==> config.mk <==
export PLATFORM = sky130hd
export DESIGN_NAME = substring_first_match_unit
export DESIGN_NICKNAME = d
export VERILOG_FILES = /design/src/rtl/smf_pkg.sv /design/src/rtl/substring_first_match_unit.sv /design/src/rtl/smf_match_lanes.sv
export SDC_FILE = /design/constraint.sdc
export NUM_CORES = 1
export LEC_CHECK = 0
export BUFFER_PORTS_ARGS = -buffer_cell sky130_fd_sc_hd__buf_4
export CORE_UTILIZATION = 50
export CTS_CLUSTER_DIAMETER = 200
export DETAILED_ROUTE_END_ITERATION = 6
export GPL_TIMING_DRIVEN = 0
export PLACE_DENSITY_LB_ADDON = 0.15
export SYNTH_ARGS = -nofsm -noshare
export SYNTH_HDL_FRONTEND = slang
export SYNTH_SLANG_ARGS = --single-unit
==> constraint.sdc <==
create_clock -name clock -period 11.1 [get_ports clock]
set_input_delay 1.665 -clock clock [delete_from_list [all_inputs] [get_ports clock]]
set_output_delay 1.665 -clock clock [all_outputs]
set_load 0.1 [all_outputs]
==> src/rtl/smf_pkg.sv <==
// ----------------------------------------------------------------------------
// smf_pkg
// Shared constants and types for the substring first-match unit.
// ----------------------------------------------------------------------------
package smf_pkg;

   localparam int MAX_PATTERN    = 64;
   localparam int BYTE_W         = 8;
   localparam int COUNT_W        = 32;
   localparam int REQ_DATA_W     = 8;
   localparam int REQ_USER_W     = 2;
   localparam int RSP_DATA_W     = 32;
   localparam int RSP_USER_W     = 1;

   localparam int USER_CMD_BIT   = 0;
   localparam int USER_EMPTY_BIT = 1;

   localparam logic CMD_PATTERN  = 1'b0;
   localparam logic CMD_HAYSTACK = 1'b1;

   localparam logic [COUNT_W-1:0] COUNT_MAX = '1;

   typedef struct packed {
      logic               pat_write;
      logic               hay_shift;
      logic               clear;
      logic [BYTE_W-1:0]  data;
   } lane_ctl_type;

endpackage

==> src/rtl/substring_first_match_unit.sv <==
// ----------------------------------------------------------------------------
// substring_first_match_unit
// Streams pattern bytes then haystack bytes; reports the first match offset.
// ----------------------------------------------------------------------------
//  channel | dir | contents
//  req_    | in  | tdata[7:0] byte, tuser {is_empty, command}, tlast end
//  rsp_    | out | tdata[31:0] match offset, tuser[0] found
//
//  One item per cycle while req_tready is high; each transfer updates the match
//  lanes and counters as taken; a haystack tlast puts a result on rsp_ next cycle.
//  Reset is synchronous and clears lengths, counters and lane state.
//  req_tready drops only while a result is held and rsp_tready is low.
// ----------------------------------------------------------------------------
module substring_first_match_unit #(
   parameter int MaxPattern = smf_pkg::MAX_PATTERN
) (
   input  logic                               clock,
   input  logic                               reset,
   input  logic                               req_tvalid,
   output logic                               req_tready,
   input  logic [smf_pkg::REQ_DATA_W-1:0]     req_tdata,  // [7:0] byte_value
   input  logic [smf_pkg::REQ_USER_W-1:0]     req_tuser,  // [0] command, [1] is_empty
   input  logic                               req_tlast,
   output logic                               rsp_tvalid,
   input  logic                               rsp_tready,
   output logic [smf_pkg::RSP_DATA_W-1:0]     rsp_tdata,  // [31:0] match_offset
   output logic [smf_pkg::RSP_USER_W-1:0]     rsp_tuser   // [0] found
);
   import smf_pkg::*;

   localparam int LenW = $clog2(MaxPattern + 1);
   localparam int IdxW = (MaxPattern > 1) ? $clog2(MaxPattern) : 1;

   logic [LenW-1:0]    len_ff, len_in;
   logic               closed_ff, closed_in;
   logic [COUNT_W-1:0] seen_ff, seen_in;
   logic               match_ff, match_in;
   logic [COUNT_W-1:0] offset_ff, offset_in;
   logic               rsp_valid_ff, rsp_valid_in;
   logic               rsp_found_ff;
   logic [COUNT_W-1:0] rsp_offset_ff;

   logic               accept, active, is_hay, is_empty, emit, hit;
   logic               found_now;
   logic [COUNT_W-1:0] offset_now;
   logic [LenW-1:0]    base_len, len_m1;
   lane_ctl_type       ctl;

   assign req_tready = !rsp_valid_ff || rsp_tready;
   assign accept     = req_tvalid && req_tready;
   assign is_hay     = (req_tuser[USER_CMD_BIT] == CMD_HAYSTACK);
   assign is_empty   = req_tuser[USER_EMPTY_BIT];
   assign active     = accept && !(is_empty && !req_tlast);
   assign base_len   = closed_ff ? '0 : len_ff;
   assign len_m1     = len_ff - LenW'(1);

   always_comb begin
      len_in     = len_ff;
      closed_in  = closed_ff;
      seen_in    = seen_ff;
      match_in   = match_ff;
      offset_in  = offset_ff;
      emit       = 1'b0;
      found_now  = 1'b0;
      offset_now = '0;
      ctl.pat_write = 1'b0;
      ctl.hay_shift = 1'b0;
      ctl.clear     = 1'b0;
      ctl.data      = req_tdata[BYTE_W-1:0];
      if (active && !is_hay) begin
         ctl.clear = 1'b1;
         seen_in   = '0;
         match_in  = 1'b0;
         offset_in = '0;
         closed_in = req_tlast;
         len_in    = base_len;
         if (!is_empty && (base_len < LenW'(MaxPattern))) begin
            ctl.pat_write = 1'b1;
            len_in        = base_len + LenW'(1);
         end
      end else if (active) begin
         closed_in = 1'b1;
         if (!is_empty) begin
            ctl.hay_shift = 1'b1;
            if (seen_ff != COUNT_MAX) begin
               seen_in = seen_ff + COUNT_W'(1);
            end
            if ((len_ff != '0) && !match_ff && hit) begin
               match_in  = 1'b1;
               offset_in = seen_in - COUNT_W'(len_ff);
            end
         end
         if (req_tlast) begin
            emit       = 1'b1;
            found_now  = (len_ff == '0) || match_in;
            offset_now = ((len_ff != '0) && match_in) ? offset_in : '0;
            ctl.clear  = 1'b1;
            seen_in    = '0;
            match_in   = 1'b0;
            offset_in  = '0;
         end
      end
   end

   assign rsp_valid_in = emit || (rsp_valid_ff && !rsp_tready);

   smf_match_lanes #(
      .MaxPattern (MaxPattern),
      .IdxW       (IdxW)
   ) u_lanes (
      .clock        (clock),
      .reset        (reset),
      .ctl          (ctl),
      .write_index  (base_len[IdxW-1:0]),
      .select_index (len_m1[IdxW-1:0]),
      .hit          (hit)
   );

   always_ff @(posedge clock) begin
      if (reset) begin
         len_ff       <= '0;
         closed_ff    <= 1'b0;
         seen_ff      <= '0;
         match_ff     <= 1'b0;
         offset_ff    <= '0;
         rsp_valid_ff <= 1'b0;
      end else begin
         len_ff       <= len_in;
         closed_ff    <= closed_in;
         seen_ff      <= seen_in;
         match_ff     <= match_in;
         offset_ff    <= offset_in;
         rsp_valid_ff <= rsp_valid_in;
      end
   end

   always_ff @(posedge clock) begin
      if (emit) begin
         rsp_found_ff  <= found_now;
         rsp_offset_ff <= offset_now;
      end
   end

   assign rsp_tvalid   = rsp_valid_ff;
   assign rsp_tdata    = rsp_offset_ff;
   assign rsp_tuser[0] = rsp_found_ff;

endmodule

==> src/rtl/smf_match_lanes.sv <==
// ----------------------------------------------------------------------------
// smf_match_lanes
// Pattern store and per-position prefix match lanes (shift-and).
// ----------------------------------------------------------------------------
module smf_match_lanes #(
   parameter int MaxPattern = smf_pkg::MAX_PATTERN,
   parameter int IdxW       = (MaxPattern > 1) ? $clog2(MaxPattern) : 1
) (
   input  logic                clock,
   input  logic                reset,
   input  smf_pkg::lane_ctl_type ctl,
   input  logic [IdxW-1:0]     write_index,
   input  logic [IdxW-1:0]     select_index,
   output logic                hit
);
   import smf_pkg::*;

   logic [BYTE_W-1:0]     pattern_ff [MaxPattern];
   logic [MaxPattern-1:0] prefix_ff;
   logic [MaxPattern-1:0] prefix_in;
   logic [MaxPattern-1:0] shifted;

   always_comb begin
      for (int j = 0; j < MaxPattern; j++) begin
         if (j == 0) begin
            shifted[j] = (ctl.data == pattern_ff[j]);
         end else begin
            shifted[j] = prefix_ff[j-1] & (ctl.data == pattern_ff[j]);
         end
      end
   end

   assign hit = shifted[select_index];

   always_comb begin
      if (ctl.clear) begin
         prefix_in = '0;
      end else if (ctl.hay_shift) begin
         prefix_in = shifted;
      end else begin
         prefix_in = prefix_ff;
      end
   end

   always_ff @(posedge clock) begin
      if (reset) begin
         prefix_ff <= '0;
      end else begin
         prefix_ff <= prefix_in;
      end
   end

   always_ff @(posedge clock) begin
      if (ctl.pat_write) begin
         pattern_ff[write_index] <= ctl.data;
      end
   end

endmodule
==> results of run 1 <==
per-stage QoR:
stage | setup WS [ns] | utilization (%) | area (µm²) | total power (W)
after floorplan | 6.65 | - | 31200 | 0.00302
after global placement | 3.72 | 52.9 | 32600 | 0.00317
after detailed placement | 3.86 | 52.9 | 32600 | 0.00317
after CTS | 4.43 | 56.8 | 35000 | 0.00559
after global routing | 4.28 | 56.8 | 35000 | 0.00571
final | 4.30 | 56.8 | 35000 | 0.00558
state kept, by name, summed over array words and instances, names as in the netlist:
name / cells
u_lanes.pattern_ff: 512
u_lanes.prefix_ff: 63
offset_ff: 32
rsp_tdata: 32
seen_ff: 32
len_ff: 7
closed_ff: 1
match_ff: 1
rsp_tuser: 1
rsp_tvalid: 1
metal layers:
layer	routed length, µm	global-route usage, %	vias up
met1	40700	43.1	10800
met5	0	0	-
met3	9030	5.44	191
met2	43500	48.0	1105
met4	3410	10.4	0
li1	-	-	9472
cell usage after synthesis, types with 6 or more instances:
cell / instances
a211oi_1: 7
a21oi_1: 119
a22oi_1: 16
a311oi_1: 14
a31oi_1: 11
and2_1: 8
and3_1: 19
and4_1: 10
buf_2: 45
buf_4: 28
clkbuf_1: 64
dfxtp_1: 137
edfxtp_1: 545
ha_1: 12
inv_1: 34
mux2_2: 16
mux2i_1: 16
nand2_1: 166
nand2b_1: 7
nand3_1: 104
nand4_1: 76
nor2_1: 218
nor2b_1: 6
nor3_1: 71
nor4_1: 65
o21ai_0: 46
o22ai_1: 10
o31ai_1: 6
o32ai_1: 16
or3_1: 9
xnor2_1: 447
xor2_1: 125
final timing paths:
path / to / depth (start not counted) / slack, ns
worst min register to register: u_lanes.prefix_ff[62] / 2 / 0.46
worst max-delay path: rsp_tdata[10] / 15 / 4.30
worst min-delay path: u_lanes.prefix_ff[62] / 2 / 0.46
worst max register to register: rsp_tdata[6] / 17 / 4.44
power by group through the flow:
stage                     clock network, W  registers (W)  logic [W]
after floorplan                          0        0.00283   0.000191
after global routing               0.00257        0.00276   0.000381
after detailed placement                 0        0.00282   0.000359
after global placement                   0        0.00282   0.000355
final                              0.00246        0.00276   0.000365
after CTS                          0.00247        0.00276   0.000360
kinds of logic (layout without fill, tap and decap cells):
kind of cell             Yosys count  in the layout  share of synthesized area [%]
flip-flops                       682            682                           61.2
AND/OR/NAND/NOR                  781            781                           12.3
buffers and inverters            181            368                           2.79
multiplexers                      34             34                           1.16
AO/OA/AOI/OAI                    290            290                           5.90
adder cells (fa/ha/maj)           13             13                          0.545
XOR/XNOR                         572            572                           16.1
cell type report:
class	instances	area [µm²]	share of cell area (%)
Clock buffer	96	2020	5.76
Clock inverter	42	382	1.09
Tap cell	837	1050	2.99
Timing Repair Buffer	49	368	1.05
Buffer	146	741	2.11
Multi-Input combinational cell	1690	11200	32.1
Inverter	35	131	0.375
Sequential cell	682	19100	54.5
critical path, delay by kind of cell:
| family | cells | cell delay [ns] |
|---|---|---|
| and+or+nand+nor | 4 | 2.05 |
| buffers and inverters | 5 | 1.93 |
| AOI/OAI and AO/OA | 5 | 1.32 |
| xor gates and xnor gates | 1 | 0.16 |
==> results by group, run 1 <==
Cells and area
  • Fillcell total: ~5200
  • Area Growth Syn to Fin: 12.3%
  • Commonest non-fill, non-tap cell in the layout: edfxtp_1
  • Share of cells above drive strength 1: 10.3%
  • Most frequent cells in the layout: edfxtp_1 (545), xnor2_1 (447), nor2_1 (218)
  • Fin nets: approximately 2700
  • # diodes: 0
  • Non-Filler Instances: approximately 3600

Floorplanning
  • Row cnt: ~90
  • Core ar.: 61700 µm²
  • Initial Util: 50.6%
  • Die Ht: roughly 250 µm
  • Top Ports: 50
  • Die area: roughly 63000 µm²
  • Die W: roughly 250 µm

Global route
  • Antenna violations before repair: 1
  • First-pass GRT wire length: about 140000 µm
  • Largest net degree at the start of global routing: 66
  • Total GRT Usage: between 30% and 40%
  • Global route total overflow: 0
  • Vias in the first global route: about 21000

Clocking
  • Root Buffer: clkbuf_16
  • H-tree depth: 3
  • CTS tree: yes
  • Clock Tree Buf Depth: 3
  • TritonCTS buffer count: between 70 and 80
  • Post-CTS Setup Bufs: 0
  • Hold_buf cts: 0
  • Clock Pin Slew Worst Setup and Hold Paths: around 0.06 ns
  • Num Clock Sinks: 682
  • CTS resizes: 0
  • Worst skew pair latency: ~0.63 ns

Power
  • Sw frac: roughly a quarter
  • Seq pwr share: 49.5%
  • LEAKAGE: between 10 and 15 nW
  • Clock network fraction of design power: a little over two fifths
  • VDD IR max: between 0.15 and 0.2 mV
  • Logic pwr share: 6.5%
  • P_int: between 0.004 and 0.005 W
  • Psw: approximately 0.0013 W
  • Power per standard cell area: about 160 nW/µm²

Min path
  • HP Class: flop to flop
  • Hold Startpoint: u_lanes.prefix_ff[62]

Drt
  • First DRT Iteration DRCs: ~2400
  • Per-cell routed wire length: between 20 and 30 µm
  • Drt total wl: 96700 µm
  • Vias: 21500
  • Vias per std cell: 6.02
  • DRC viols: 0
  • Drt pass-1 iters: 5
  • DRT antenna net count: 0

Place
  • Port bufs: a little under 50
  • Routability Congestion: just under 1
  • Placed instance count: roughly 3400
  • Final HPWL DP: about 60000 µm

Logic synthesis
  • Netlist cell types: 82
  • Syn Nets: roughly 2600
  • Mapped Avg Cell Area: between 10 and 15 µm²
  • Area fraction of the dominant cell type after synthesis: 52.4%
  • Most used DFF post-synth: edfxtp_1
  • Async set-reset flop share out of synthesis: 0%
  • Yosys top cell by area: edfxtp_1
  • Synth top area cells: edfxtp_1 (52%), xnor2_1 (13%), dfxtp_1 (8.8%)
  • Yosys warning count: 0
  • Mapped cell area: ~31000 µm²
  • Sequential area share after synthesis: about 61%
  • Post-synth EDFFs: 545
  • Post-Synthesis Cells: between 2000 and 3000
  • Register bit total from synthesis: 682

Setup path
  • CP required: 11.51 ns
  • Max FO, Critical Path: 65
  • Crit-path cells: buf_4 -> buf_4 -> buf_4 -> buf_4 -> xnor2_1 -> nand4_1 -> nor4_1 -> a311oi_1 -> a31oi_1 -> o2111ai_1 -> nand4_1 -> nand3_2 -> a21o_1 -> buf_2 -> a311oi_1
  • R2R Path Start: len_ff[0]
  • Startpoint types: primary input
  • Critical Path AT: 7.22 ns
  • Critical Path Slowest Stage Cell: nor4_1
  • CP max stage delay: ~1.0 ns
  • Setup CP Type: primary input to flop
  • Crit path from: req_tdata[6]
  • Most common cell type on the critical path: buf_4
  • Endpoint class of the critical path: flop

STA
  • Crit path time final: ~7 ns
  • Relative slew slack: -0.940%
  • Tightest Pin Transition: approximately 1.5 ns
  • Setup TNS Final: 0 ns
  • Clk_skew: approximately 0.018 ns
  • Max Slew Vio Count: 7
  • Final setup vio count: 0
  • Fin Hold WS: 0.457 ns
  • Fmax: about 150 MHz
  • Final critical-path share of the clock period: around three fifths
  • RSZ-0062 raised after global routing: false
  • Final hold violation count: 0

Status
  • Status: finished, violations left
  • Failing checks: capacitance limit, slew limit

Flow run
  • Max cap viols: 1
Power figures use the tool's default switching activity.
==> inputs of run 2 (changes only) <==
==> constraint.sdc (replaced) <==
create_clock -name clock -period 6.46 [get_ports clock]
set_input_delay 0.969 -clock clock [delete_from_list [all_inputs] [get_ports clock]]
set_output_delay 0.969 -clock clock [all_outputs]
set_load 0.1 [all_outputs]
==> run 2 against run 1 <==
The flow finishes with violations (capacitance limit). Clock power is 72% higher. Flip-flop and latch count stayed put. Final cell count is the same. Power rose by 72%. Wire length is essentially flat. Global-route usage did not move. Critical path depth increased by 1. Register-to-register slack worse by 4.3 ns. Worst hold slack barely moved. Via count about the same. Die area unchanged. Largest cell class unchanged. Highest routed layer unchanged.
==> results by group, run 2 (synthesis results as in run 1) <==
Cells and area
  • Share of cells above drive strength 1: 10.4% (+0.073 points)
  • Fillcell total: 5153 (+0.019%)
  • Top flop regs: u_lanes.pattern_ff: 512 flops, u_lanes.prefix_ff: 63 flops
  • Most flops, register: u_lanes.pattern_ff
  • Area Growth Syn to Fin: 12.3% (about the same)
  • Max reg flops: 512 (unchanged)
  • Commonest non-fill, non-tap cell in the layout: edfxtp_1
  • Finished Core Util: 56.8% (about the same)
  • Most frequent cells in the layout: edfxtp_1 (545), xnor2_1 (447), nor2_1 (218)
  • Fin nets: 2706 (unchanged)
  • # diodes: 0 (unchanged)

Floorplanning
  • Die W: 252 µm (unchanged)
  • Die area: 63400 µm² (unchanged)
  • Top Ports: 50 (unchanged)
  • Core ar.: 61700 µm² (unchanged)
  • Die Ht: 252 µm (unchanged)
  • Row cnt: 91 (unchanged)
  • Initial Util: 50.6% (unchanged)

Drt
  • Drt total wl: 96700 µm (about the same)
  • Vias: 21500 (-0.0093%)
  • DRT antenna net count: 0 (unchanged)
  • DRC viols: 0 (unchanged)
  • Drt pass-1 iters: 7 (+2)
  • First DRT Iteration DRCs: 2354 (-0.72%)
  • Vias per std cell: 6.02 (about the same)
  • Per-cell routed wire length: 27.0 µm (about the same)

Setup path
  • Critical Path AT: 6.66 ns (-0.56 ns)
  • Endpoint class of the critical path: flop
  • Most common cell type on the critical path: clkbuf_1
  • Critical Path Slowest Stage Cell: a2111oi_0
  • CP max stage delay: 0.87 ns (-0.14 ns)
  • CP required: 6.81 ns (-4.70 ns)
  • Setup CP Type: flop to flop
  • WP buf/inv: 6 (+1)
  • Crit-path cells: clkbuf_1 -> inv_1 -> buf_1 -> ha_1 -> buf_2 -> xnor2_1 -> clkbuf_1 -> nor4_1 -> a2111oi_0 -> nor4_1 -> a211oi_1 -> nand4_1 -> nand3_2 -> a21o_1 -> clkbuf_1 -> nor2_1
  • Crit-path leading delay family: buffers and inverters
  • Max FO, Critical Path: 11 (-83%)
  • Startpoint types: flop

Place
  • Routability Congestion: 0.970 (unchanged)
  • Port bufs: 49 (unchanged)
  • Final HPWL DP: 61800 µm (unchanged)

Global route
  • Global route total overflow: 0 (unchanged)
  • Total GRT Usage: 30.6% (unchanged)
  • Vias in the first global route: 20600 (unchanged)
  • Antenna violations before repair: 1 (unchanged)
  • First-pass GRT wire length: 139000 µm (unchanged)
  • Largest net degree at the start of global routing: 66 (unchanged)

Power
  • Logic pwr share: 6.5% (about the same)
  • Power per standard cell area: 274 nW/µm² (+72%)
  • VDD IR max: 0.288 mV (+72%)
  • Tot Pwr: 0.00959 W (+72%)
  • Psw: 0.00225 W (+72%)
  • LEAKAGE: 10.8 nW (about the same)
  • P_int: 0.00734 W (+72%)
  • Seq pwr share: 49.5% (about the same)
  • Sw frac: 23.5% (about the same)
  • Clock network fraction of design power: 44.0% (about the same)

STA
  • Fmax: between 150 and 200 MHz
  • RSZ-0062 raised after global routing: false
  • Max Slew Vio Count: 0 (-7)
  • Clk_skew: 0.0183 ns (+0.000720 ns)
  • Final hold violation count: 0 (unchanged)
  • Crit path time final: roughly 6.3 ns
  • Final setup vio count: 0 (unchanged)
  • Tightest Pin Transition: 1.47 ns (-0.0351 ns)
  • Final critical-path share of the clock period: 97.6%
  • Setup TNS Final: 0 ns (unchanged)
  • Relative slew slack: 1.41% (+2.4 points)

Flow run
  • Max cap viols: 1 (unchanged)

Clocking
  • CTS resizes: 0 (unchanged)
  • Hold_buf cts: 0 (unchanged)
  • Num Clock Sinks: 682 (unchanged)
  • CTS tree: yes
  • Post-CTS Setup Bufs: 0 (unchanged)
  • H-tree depth: 3 (unchanged)
  • Worst skew pair latency: 0.63 ns (about the same)
  • Root Buffer: clkbuf_16
  • TritonCTS buffer count: 74 (unchanged)
  • Clock Tree Buf Depth: 3 (unchanged)
  • Clock Pin Slew Worst Setup and Hold Paths: 0.06 ns (about the same)

Status
  • Status: finished, violations left
  • Failing checks: capacitance limit

Min path
  • HP Class: flop to flop
[run 2: cell counts in the layout (fill, tap and decap cells not counted)]
Identical to the previous run, type by type.
[run 2: worst register-to-register path, cell delays in order, from the launching register on]
cell,delay [ns]
dfxtp_1,0.38
clkbuf_1,0.50
inv_1,0.37
buf_1,0.50
ha_1,0.37
buf_2,0.16
xnor2_1,0.18
clkbuf_1,0.56
nor4_1,0.24
a2111oi_0,0.87
nor4_1,0.14
a211oi_1,0.23
nand4_1,0.37
nand3_2,0.39
a21o_1,0.25
clkbuf_1,0.38
nor2_1,0.12
[run 2: routing by layer]
metal	global-route usage, %	up-vias	share of wire (%)
met2	48.0	1109	45
met4	10.4	0	3.6
li1	-	9482	-
met5	0	-	0
met3	5.44	201	9.3
met1	43.1	10700	42
[run 2: power groups by stage]
stage                     registers (W)  clock network, W  logic [W]
after floorplan                 0.00487                 0   0.000328
after global placement          0.00484                 0   0.000610
after detailed placement        0.00484                 0   0.000616
after CTS                       0.00474           0.00424   0.000619
after global routing            0.00474           0.00441   0.000654
final                           0.00474           0.00422   0.000627
[run 2: layout make-up]
class | instances | area, µm² | share of cell area [%]
plain buffers | 146 | 743 | 2.12
clock buffers | 96 | 2020 | 5.76
clock inverters | 42 | 382 | 1.09
inverters | 35 | 131 | 0.375
multi-input cells | 1690 | 11200 | 32.1
flip-flops and latches | 682 | 19100 | 54.5
well taps | 837 | 1050 | 2.99
repair buffers | 49 | 368 | 1.05
[run 2: per-stage QoR]
step / setup slack [ns] / cell area [µm²] / instances / hold slack (ns)
floorplan: 2.06 / 31200 / 2553 / 0.427
global placement: -0.220 / 32600 / 3439 / 0.439
detailed placement: -0.0841 / 32600 / 3439 / 0.447
CTS: 0.0495 / 35000 / 3577 / 0.453
global route: 0.00115 / 35000 / 3577 / 0.472
finish: 0.154 / 35000 / 3577 / 0.457
[run 2: path summary, 6_finish.rpt]
check                                            from                     to  slack (ns)  cells after the start
worst max-delay path                        len_ff[0]           rsp_tdata[6]        0.15                     16
worst min-delay path            u_lanes.prefix_ff[62]  u_lanes.prefix_ff[62]        0.46                      2
worst max register to register              len_ff[0]           rsp_tdata[6]        0.15                     16
worst min register to register  u_lanes.prefix_ff[62]  u_lanes.prefix_ff[62]        0.46                      2
